**config.mk**
```make
export PLATFORM = sky130hd
export DESIGN_NAME = humidity_temp_pulse_decoder
export DESIGN_NICKNAME = d
export VERILOG_FILES = /design/src/rtl/htpd_pkg.sv /design/src/rtl/htpd_front.sv /design/src/rtl/htpd_queue.sv /design/src/rtl/htpd_back.sv /design/src/rtl/humidity_temp_pulse_decoder.sv
export SDC_FILE = /design/constraint.sdc
export NUM_CORES = 1
export LEC_CHECK = 0
export ABC_AREA = 0
export BUFFER_PORTS_ARGS = -buffer_cell sky130_fd_sc_hd__buf_2
export CORE_MARGIN = 1
export CORE_UTILIZATION = 38
export CTS_CLUSTER_SIZE = 28
export DETAILED_ROUTE_END_ITERATION = 7
export SLEW_MARGIN = 20
export SYNTH_ARGS = -nofsm -noshare
export SYNTH_HDL_FRONTEND = slang
export SYNTH_SLANG_ARGS = --single-unit
```
**constraint.sdc**
```tcl
create_clock -name clk -period 10.8 [get_ports clk]
set_input_delay 0 -clock clk [delete_from_list [all_inputs] [get_ports clk]]
set_output_delay 0 -clock clk [all_outputs]
set_load 0.01 [all_outputs]
```
**src/rtl/htpd_pkg.sv**
```systemverilog
// Shared constants and types for the humidity/temperature pulse decoder.
package htpd_pkg;

	localparam int unsigned WIDTH_W      = 16;
	localparam int unsigned POS_W        = 6;
	localparam int unsigned FRAME_PULSES = 40;
	localparam int unsigned TEMP_START   = 16;
	localparam int unsigned CSUM_START   = 32;
	localparam int unsigned HUM_LIMIT    = 101;
	localparam int unsigned TEMP_LIMIT   = 81;
	localparam int unsigned EMPTY_SLOT   = 255;

	// x / 10 == (x * 52429) >> 19 for any 16-bit x
	localparam int unsigned DIV10_MUL    = 52429;
	localparam int unsigned DIV10_SHIFT  = 19;
	// s / 3 == (s * 683) >> 11 for s below 1024
	localparam int unsigned DIV3_MUL     = 683;
	localparam int unsigned DIV3_SHIFT   = 11;

	localparam int unsigned CFG_IDX_W    = 2;
	localparam logic [CFG_IDX_W-1:0] REG_ZERO_MIN = 2'd0;
	localparam logic [CFG_IDX_W-1:0] REG_ZERO_MAX = 2'd1;
	localparam logic [CFG_IDX_W-1:0] REG_ONE_MIN  = 2'd2;
	localparam logic [CFG_IDX_W-1:0] REG_ONE_MAX  = 2'd3;

	localparam int unsigned QUEUE_DEPTH  = 4;
	localparam int unsigned QUEUE_PTR_W  = 2;

	typedef struct packed {
		logic [15:0] hum;
		logic [15:0] temp;
		logic        csum_ok;
	} frame_t;

endpackage

```
**src/rtl/htpd_front.sv**
```systemverilog
// Front end: pulse classification, field shifting and end-of-frame checksum.
module htpd_front import htpd_pkg::*; (
	input  logic                 clk,
	input  logic                 arst_n,
	input  logic                 s_tvalid,
	output logic                 s_tready,
	input  logic [15:0]          s_tdata,   // [15:0] pulse_width
	input  logic                 s_tuser,   // [0] frame_start
	input  logic                 cfg_valid,
	output logic                 cfg_ready,
	input  logic [CFG_IDX_W-1:0] cfg_index,
	input  logic [15:0]          cfg_data,
	input  logic                 q_full,
	output logic                 q_push,
	output frame_t               q_frame
);

	logic [15:0]      zero_min_q, zero_max_q, one_min_q, one_max_q;
	logic [POS_W-1:0] pos_q;
	logic [15:0]      hum_q, temp_q;
	logic [7:0]       csum_q;
	logic             neg_q;

	logic             accept;
	logic [POS_W-1:0] pos;
	logic             is_zero, in_one, is_one, hit, frame_end;
	logic [15:0]      hum_d, temp_d, temp_fin;
	logic [7:0]       csum_d, sum;
	logic             neg_d, neg_fin, ok;

	assign cfg_ready = 1'b1;
	assign s_tready  = !q_full || (pos_q != POS_W'(FRAME_PULSES - 1));
	assign accept    = s_tvalid && s_tready;

	always_comb begin
		pos       = s_tuser ? '0 : pos_q;
		is_zero   = (s_tdata >= zero_min_q) && (s_tdata <= zero_max_q);
		in_one    = (s_tdata >= one_min_q) && (s_tdata <= one_max_q);
		is_one    = !is_zero && in_one;
		hit       = is_zero || is_one;
		frame_end = (pos == POS_W'(FRAME_PULSES - 1));
		hum_d     = hum_q;
		temp_d    = temp_q;
		csum_d    = csum_q;
		neg_d     = neg_q || ((pos == POS_W'(TEMP_START)) && in_one);
		if (hit) begin
			if (pos < POS_W'(TEMP_START)) begin
				hum_d = {hum_q[14:0], is_one};
			end else if (pos < POS_W'(CSUM_START)) begin
				temp_d = {temp_q[14:0], is_one};
			end else begin
				csum_d = {csum_q[6:0], is_one};
			end
		end
		sum      = hum_d[7:0] + hum_d[15:8] + temp_d[7:0] + temp_d[15:8];
		ok       = (sum == csum_d);
		temp_fin = temp_d;
		neg_fin  = neg_d;
		if (frame_end && ok && neg_d) begin
			temp_fin = '0;
			neg_fin  = 1'b0;
		end
	end

	assign q_push          = accept && frame_end;
	assign q_frame.hum     = hum_d;
	assign q_frame.temp    = temp_fin;
	assign q_frame.csum_ok = ok;

	always_ff @(posedge clk or negedge arst_n) begin
		if (!arst_n) begin
			zero_min_q <= 16'd22;
			zero_max_q <= 16'd32;
			one_min_q  <= 16'd68;
			one_max_q  <= 16'd75;
		end else if (cfg_valid) begin
			unique case (cfg_index)
				REG_ZERO_MIN: zero_min_q <= cfg_data;
				REG_ZERO_MAX: zero_max_q <= cfg_data;
				REG_ONE_MIN:  one_min_q  <= cfg_data;
				REG_ONE_MAX:  one_max_q  <= cfg_data;
				default:      ;
			endcase
		end
	end

	always_ff @(posedge clk or negedge arst_n) begin
		if (!arst_n) begin
			pos_q  <= '0;
			hum_q  <= '0;
			temp_q <= '0;
			csum_q <= '0;
			neg_q  <= 1'b0;
		end else if (accept) begin
			pos_q  <= frame_end ? '0 : pos + POS_W'(1);
			hum_q  <= hum_d;
			temp_q <= temp_fin;
			csum_q <= csum_d;
			neg_q  <= neg_fin;
		end
	end

	a_pos_range: assert property (@(posedge clk) disable iff (!arst_n)
		pos_q < POS_W'(FRAME_PULSES))
		else $error("pulse position beyond frame");

endmodule

```
**src/rtl/htpd_queue.sv**
```systemverilog
// Short frame queue between front and back ends.
module htpd_queue import htpd_pkg::*; (
	input  logic   clk,
	input  logic   arst_n,
	input  logic   push,
	input  frame_t push_frame,
	output logic   full,
	input  logic   pop,
	output logic   empty,
	output frame_t pop_frame
);

	frame_t                 slot_q [QUEUE_DEPTH];
	logic [QUEUE_PTR_W-1:0] wr_q, rd_q;
	logic [QUEUE_PTR_W:0]   cnt_q;

	assign full      = (cnt_q == (QUEUE_PTR_W+1)'(QUEUE_DEPTH));
	assign empty     = (cnt_q == '0);
	assign pop_frame = slot_q[rd_q];

	always_ff @(posedge clk) begin
		if (push) begin
			slot_q[wr_q] <= push_frame;
		end
	end

	always_ff @(posedge clk or negedge arst_n) begin
		if (!arst_n) begin
			wr_q  <= '0;
			rd_q  <= '0;
			cnt_q <= '0;
		end else begin
			if (push) begin
				wr_q <= wr_q + QUEUE_PTR_W'(1);
			end
			if (pop) begin
				rd_q <= rd_q + QUEUE_PTR_W'(1);
			end
			unique case ({push, pop})
				2'b10:   cnt_q <= cnt_q + (QUEUE_PTR_W+1)'(1);
				2'b01:   cnt_q <= cnt_q - (QUEUE_PTR_W+1)'(1);
				default: ;
			endcase
		end
	end

	a_no_overflow: assert property (@(posedge clk) disable iff (!arst_n)
		full |-> !push)
		else $error("queue overflow");

	a_no_underflow: assert property (@(posedge clk) disable iff (!arst_n)
		empty |-> !pop)
		else $error("queue underflow");

endmodule

```
**src/rtl/htpd_back.sv**
```systemverilog
// Back end: scaling, range check, history averaging and result register.
module htpd_back import htpd_pkg::*; (
	input  logic        clk,
	input  logic        arst_n,
	input  logic        q_empty,
	output logic        q_pop,
	input  frame_t      q_frame,
	output logic        m_tvalid,
	input  logic        m_tready,
	output logic [23:0] m_tdata   // [7:0] humidity, [15:8] temperature,
	                              // [16] checksum_ok, [17] in_range, [18] averaged
);

	logic        adv;
	logic [31:0] hprod, tprod;

	logic        vld_s1, ok_s1;
	logic [12:0] h_s1, t_s1;

	logic        vld_s2, ok_s2, rng_s2, avg_s2;
	logic [6:0]  h_s2, t_s2;
	logic [9:0]  hsum_s2, tsum_s2;

	logic [7:0]  h_old_q, h_new_q, t_old_q, t_new_q;
	logic [7:0]  held_h_q, held_t_q;
	logic        ok_q, rng_q, avg_q, out_vld_q;

	logic        rng, avail;
	logic [9:0]  hsum, tsum;
	logic [19:0] hq, tq;

	assign adv   = !out_vld_q || m_tready;
	assign q_pop = adv && !q_empty;

	assign hprod = {16'd0, q_frame.hum}  * 32'(DIV10_MUL);
	assign tprod = {16'd0, q_frame.temp} * 32'(DIV10_MUL);

	always_comb begin
		rng   = ok_s1 && (h_s1 < 13'(HUM_LIMIT)) && (t_s1 < 13'(TEMP_LIMIT));
		avail = (h_old_q != 8'(EMPTY_SLOT)) && (h_new_q != 8'(EMPTY_SLOT));
		hsum  = {3'd0, h_s1[6:0]} + {2'd0, h_old_q} + {2'd0, h_new_q};
		tsum  = {3'd0, t_s1[6:0]} + {2'd0, t_old_q} + {2'd0, t_new_q};
		hq    = hsum_s2 * 10'(DIV3_MUL);
		tq    = tsum_s2 * 10'(DIV3_MUL);
	end

	always_ff @(posedge clk) begin
		if (adv) begin
			h_s1    <= hprod[31:DIV10_SHIFT];
			t_s1    <= tprod[31:DIV10_SHIFT];
			ok_s1   <= q_frame.csum_ok;
			ok_s2   <= ok_s1;
			rng_s2  <= rng;
			avg_s2  <= rng && avail;
			h_s2    <= h_s1[6:0];
			t_s2    <= t_s1[6:0];
			hsum_s2 <= hsum;
			tsum_s2 <= tsum;
		end
	end

	always_ff @(posedge clk or negedge arst_n) begin
		if (!arst_n) begin
			vld_s1    <= 1'b0;
			vld_s2    <= 1'b0;
			out_vld_q <= 1'b0;
			h_old_q   <= 8'(EMPTY_SLOT);
			h_new_q   <= 8'(EMPTY_SLOT);
			t_old_q   <= 8'(EMPTY_SLOT);
			t_new_q   <= 8'(EMPTY_SLOT);
			held_h_q  <= '0;
			held_t_q  <= '0;
			ok_q      <= 1'b0;
			rng_q     <= 1'b0;
			avg_q     <= 1'b0;
		end else if (adv) begin
			vld_s1    <= q_pop;
			vld_s2    <= vld_s1;
			out_vld_q <= vld_s2;
			if (vld_s1 && rng) begin
				h_old_q <= h_new_q;
				h_new_q <= {1'b0, h_s1[6:0]};
				t_old_q <= t_new_q;
				t_new_q <= {1'b0, t_s1[6:0]};
			end
			if (vld_s2) begin
				ok_q  <= ok_s2;
				rng_q <= rng_s2;
				avg_q <= avg_s2;
				if (rng_s2) begin
					held_h_q <= avg_s2 ? hq[DIV3_SHIFT+7:DIV3_SHIFT] : {1'b0, h_s2};
					held_t_q <= avg_s2 ? tq[DIV3_SHIFT+7:DIV3_SHIFT] : {1'b0, t_s2};
				end
			end
		end
	end

	assign m_tvalid = out_vld_q;
	assign m_tdata  = {5'd0, avg_q, rng_q, ok_q, held_t_q, held_h_q};

	a_hold_stalled: assert property (@(posedge clk) disable iff (!arst_n)
		(out_vld_q && !m_tready) |=> ($stable(held_h_q) && $stable(held_t_q)))
		else $error("held values changed under a stalled beat");

	a_flag_order: assert property (@(posedge clk) disable iff (!arst_n)
		out_vld_q |-> ((!avg_q || rng_q) && (!rng_q || ok_q)))
		else $error("result flags inconsistent");

	a_history_pair: assert property (@(posedge clk) disable iff (!arst_n)
		(h_new_q == 8'(EMPTY_SLOT)) == (t_new_q == 8'(EMPTY_SLOT)))
		else $error("history slots out of step");

endmodule

```
**src/rtl/humidity_temp_pulse_decoder.sv**
```systemverilog
// A frame result passes the queue, stages s1, s2 and the result register.
// Throughput: up to one pulse beat per cycle; one result per 40 pulses.
// The front stalls only while pos_q is 39 and the 4-entry queue is full.
// Reset (arst_n low, asynchronous): windows 22..32 / 68..75, position and shift
// fields cleared, history slots empty (255), held values zero, no result pending.
module humidity_temp_pulse_decoder import htpd_pkg::*; (
	input  logic                 clk,
	input  logic                 arst_n,
	input  logic                 s_tvalid,
	output logic                 s_tready,
	input  logic [15:0]          s_tdata,   // [15:0] pulse_width
	input  logic                 s_tuser,   // [0] frame_start
	output logic                 m_tvalid,
	input  logic                 m_tready,
	output logic [23:0]          m_tdata,   // [7:0] humidity, [15:8] temperature,
	                                        // [16] checksum_ok, [17] in_range, [18] averaged
	input  logic                 cfg_valid,
	output logic                 cfg_ready,
	input  logic [CFG_IDX_W-1:0] cfg_index,
	input  logic [15:0]          cfg_data
);

	logic   q_full, q_empty, q_push, q_pop;
	frame_t push_frame, pop_frame;

	htpd_front u_front (
		.clk       (clk),
		.arst_n    (arst_n),
		.s_tvalid  (s_tvalid),
		.s_tready  (s_tready),
		.s_tdata   (s_tdata),
		.s_tuser   (s_tuser),
		.cfg_valid (cfg_valid),
		.cfg_ready (cfg_ready),
		.cfg_index (cfg_index),
		.cfg_data  (cfg_data),
		.q_full    (q_full),
		.q_push    (q_push),
		.q_frame   (push_frame)
	);

	htpd_queue u_queue (
		.clk        (clk),
		.arst_n     (arst_n),
		.push       (q_push),
		.push_frame (push_frame),
		.full       (q_full),
		.pop        (q_pop),
		.empty      (q_empty),
		.pop_frame  (pop_frame)
	);

	htpd_back u_back (
		.clk      (clk),
		.arst_n   (arst_n),
		.q_empty  (q_empty),
		.q_pop    (q_pop),
		.q_frame  (pop_frame),
		.m_tvalid (m_tvalid),
		.m_tready (m_tready),
		.m_tdata  (m_tdata)
	);

endmodule

```
==> run summary <==
The flow ran to the end, but the final reports show violations. The x dimension of the die is 279.6 µm. The final RePlAce weighted congestion came out at approximately 0.9. The average vias per placed instance is 4.869. After synthesis, the cell types taking the most area are sky130_fd_sc_hd__ha_1 21%, sky130_fd_sc_hd__edfxtp_1 20%, sky130_fd_sc_hd__fa_1 15%, sky130_fd_sc_hd__dfrtp_1 11%, sky130_fd_sc_hd__inv_1 6.4%. The cell count after synthesis came out at 2,506. In this run, CTS created clock tree buffers numbering 41. Entering global routing, the biggest net connects 74 pins. The area share of the leading cell type in the synthesized netlist is 20.68%. Dividing the detail-routed wire length by the instance count gives 16.03 µm. At the pin with the least slew margin, the transition time is 1.016 ns. The clock passes through at most 3 buffers.

The share of cells above drive strength 1 came out at 12.06%. The number of antenna cells inserted is 0. The total standard cell area after synthesis came out at 29,280 µm². Setup repair after global routing left no endpoint under its margin.

The row count is approximately 100. The final worst hold slack came out at -0.03805 ns. The number of antenna violations at the first check in global routing is 0. The wire-length estimate of the detail-placed layout is 46,440 µm.

The number of distinct library cells after synthesis came out at 70. The setup total negative slack came out at 0 ns. Summed over all instances, the cell type with the most area after synthesis is sky130_fd_sc_hd__ha_1. The tightest min-delay check is of the in2async type.

The final net count came out at 3,360. The count of pins on the block boundary is 67. The clock reaches the later pin of the worst-skew pair after ~0.59 ns. Summed over all layers, the routed wires come to 58,920 µm.

The non-filler instance count after layout is 3,675. The final hold violation count is 3. Summing the sequential cell areas from Yosys gives 34.80% of the chip area. The most used flip-flop cell after synthesis is sky130_fd_sc_hd__edfxtp_1. The total grt overflow is 0. The violation count after the first detailed-route iteration came out at about 800. The nature of the critical path endpoint is a register. The number of slew-limit violations in the final report came out at 0. The via count of the first global-routing pass is slightly below 20,000. The post-cts sizing count came out at 0. TritonCTS built the clock tree. The die outline area is 78,170 µm². STA classifies the critical path startpoint as a register. The clock transition at the register clock pins on the worst setup and hold paths after CTS is 0.06 ns. The critical path in this run is classified as reg2reg. The starting density of the core is 38.49%. Summing all non-filler instances in the final layout gives an area of between 30,000 and 40,000 µm².

The post-detailed-route DRC marker count came out at 0. The final reports fail on negative hold slack. The share of the clock period used by the worst path is 79.37%. Across the run, the number of max-cap violations was 0. The clock tree synthesis step divided the H-tree into 2 levels.

The number of flops mapped to enable cells by yosys came out at 196. The number of port buffers came out at 60. Clock tree synthesis found a total of 366 sinks.

The detail route stage leaves a number of antenna-violating nets equal to 0. sky130_fd_sc_hd__inv_1 is the most common cell in the netlist. The placed instance area is between 30,000 and 40,000 µm². Dividing the synthesized area by the synthesized cell count gives 11.68 µm². The via count of the routed design is 17,890. The first global-routing pass estimated 98,790 µm of wire. The peak clock frequency supported by timing came out at roughly 120 MHz. The worst-case clock skew came out at 0.03763 ns.

The floorplan die height came out at 279.6 µm. The post-synthesis sequential element count came out at 366. The tree is rooted in a sky130_fd_sc_hd__clkbuf_16. The warning count from the yosys run is 0. The number of detailed-routing iterations run before antenna repair came out at 5. The commonest cells after synthesis are 496 x sky130_fd_sc_hd__inv_1, 484 x sky130_fd_sc_hd__ha_1, 223 x sky130_fd_sc_hd__fa_1, 196 x sky130_fd_sc_hd__edfxtp_1, 130 x sky130_fd_sc_hd__dfrtp_1. The biggest fanout along the worst timing path came out at 19. The combined global-route utilization of all metal layers is 15.66%. The arrival time of the worst setup path is 8.82 ns. The total instance count after detailed placement came out at about 3,600. The fraction of synthesis flops using an asynchronous set or reset pin is 46.45%.

The routed design could run at a clock period as short as 8.571 ns. After floorplanning, the core was sized to cover 76,080 µm². The count of endpoints failing setup in the final report came out at 0. The worst path required time came out at 11.05 ns. The buffers inserted during post-CTS setup optimization is 0. The relative slew slack came out at 31.78%.

The relative area change from synthesis to final layout came out at 11.38%.
cell usage in the layout (no fill, tap or decap), types with 6 or more instances in the layout:
cell,n
sky130_fd_sc_hd__inv_1,496
sky130_fd_sc_hd__o31ai_1,8
sky130_fd_sc_hd__dfrtp_1,129
sky130_fd_sc_hd__and3_1,11
sky130_fd_sc_hd__dlygate4sd3_1,38
sky130_fd_sc_hd__o21ai_0,73
sky130_fd_sc_hd__buf_4,11
sky130_fd_sc_hd__edfxtp_1,196
sky130_fd_sc_hd__ha_1,484
sky130_fd_sc_hd__nor3_1,16
sky130_fd_sc_hd__a21oi_1,104
sky130_fd_sc_hd__clkbuf_16,42
sky130_fd_sc_hd__a21o_1,39
sky130_fd_sc_hd__nand4_1,13
sky130_fd_sc_hd__clkinv_2,8
sky130_fd_sc_hd__bufinv_16,7
sky130_fd_sc_hd__nand2_1,100
sky130_fd_sc_hd__mux2i_1,36
sky130_fd_sc_hd__nor2_1,92
sky130_fd_sc_hd__mux4_2,33
sky130_fd_sc_hd__nand3_1,24
sky130_fd_sc_hd__xnor2_1,66
sky130_fd_sc_hd__fa_1,223
sky130_fd_sc_hd__xor2_1,34
sky130_fd_sc_hd__nand2b_1,11
sky130_fd_sc_hd__dfstp_2,40
sky130_fd_sc_hd__buf_2,59
sky130_fd_sc_hd__o21bai_1,18
sky130_fd_sc_hd__nor2b_1,16
sky130_fd_sc_hd__mux2_2,92
sky130_fd_sc_hd__a31oi_1,8
sky130_fd_sc_hd__conb_1,6
state kept, by name, summed over array words and instances (netlist names), 7 cells and up:
register,flops
u_front.one_min_q,16
u_back.t_s2,7
u_front.temp_q,16
u_back.tsum_s2,10
u_back.t_new_q,8
u_front.hum_q,16
u_back.h_s2,7
u_front.zero_max_q,16
u_back.hsum_s2,10
u_front.zero_min_q,16
u_back.h_new_q,7
u_queue.slot_q,132
u_back.held_h_q,8
u_front.one_max_q,16
u_front.csum_q,8
u_back.t_s1,13
u_back.t_old_q,8
u_back.held_t_q,8
u_back.h_s1,13
u_back.h_old_q,7
path summary, 6_finish.rpt:
kind                                           start                      to  slack [ns]  depth (start not counted)
worst min-delay path                          arst_n      u_back.held_h_q[1]       -0.04                          2
worst max-delay path            u_front.one_min_q[6]   u_queue.slot_q[1][16]        2.23                         25
max in group asynchronous                     arst_n      u_front.temp_q[15]        8.74                          4
worst max register to register  u_front.one_min_q[6]   u_queue.slot_q[1][16]        2.23                         25
worst min register to register          u_back.ok_s1            u_back.ok_s2        0.47                          0
min in group clk                        cfg_data[15]  u_front.zero_min_q[15]        0.25                          4
final cells by class:
type | instances | area [µm²]
clock buffers | 46 | 1076
clock inverters | 29 | 385.4
fillers | 7172 | 43460
inverters | 496 | 1862
multi-input cells | 1599 | 17040
flip-flops and latches | 366 | 10190
well taps | 1030 | 1289
repair buffers | 109 | 769.5
through the flow:
stage | setup slack (ns) | util [%]
detailed placement | 2.265 | 40.43
global placement | 2.408 | 40.43
finish | 2.229 | 42.87
CTS | 2.197 | 42.85
floorplan | 3.554 | -
global route | 1.672 | 42.87
per-layer routing:
metal  share of wire (%)  vias to the layer above  GRT usage [%]
li1                    -                     8732              -
met1                  46                     8859          20.35
met2                  49                      228          27.34
met3                 3.0                       74          2.135
met4                 2.0                        0          3.993
met5                   0                        -              0
cells by family (layout without fill, tap and decap cells):
logic type	after synthesis	count (layout)	synth area share, %
AOI/OAI and AO/OA	306	306	6.559
xor gates and xnor gates	101	101	3.068
adders and majority gates	707	707	35.93
buffers and inverters	545	680	7.157
DFF	366	366	34.80
muxes	161	161	7.307
other	2	6	0.02565
and+or+nand+nor	318	318	5.157
critical path: stages, from the launching register on:
cell and delay, ns:
sky130_fd_sc_hd__dfstp_2 0.53, sky130_fd_sc_hd__inv_1 0.04, sky130_fd_sc_hd__ha_1 0.29, sky130_fd_sc_hd__nand4_1 0.12
sky130_fd_sc_hd__nor2_1 0.13, sky130_fd_sc_hd__o31ai_1 0.11, sky130_fd_sc_hd__a311o_1 0.39, sky130_fd_sc_hd__a21oi_2 0.52
sky130_fd_sc_hd__o21a_1 0.80, sky130_fd_sc_hd__mux2i_1 0.51, sky130_fd_sc_hd__fa_1 0.53, sky130_fd_sc_hd__fa_1 0.49
sky130_fd_sc_hd__inv_1 0.08, sky130_fd_sc_hd__ha_1 0.16, sky130_fd_sc_hd__inv_1 0.05, sky130_fd_sc_hd__fa_1 0.40
sky130_fd_sc_hd__inv_1 0.07, sky130_fd_sc_hd__a21oi_1 0.06, sky130_fd_sc_hd__o21bai_1 0.30, sky130_fd_sc_hd__xnor2_1 0.19
sky130_fd_sc_hd__o221ai_1 0.14, sky130_fd_sc_hd__or4_1 0.48, sky130_fd_sc_hd__a221o_1 0.34, sky130_fd_sc_hd__or3_4 0.37
sky130_fd_sc_hd__nor4_4 0.85, sky130_fd_sc_hd__nor2_1 0.23
repair_timing:
| action | CTS | global route |
|---|---|---|
| endpoints found under the hold margin | 123 | 0 |
| endpoints found under the setup margin | 0 | 0 |
| hold buffers | 38 | 0 |
Power is left out: the tool's default activity adds up to more than one toggle a clock period on the data nets, which glitch-free logic cannot reach.
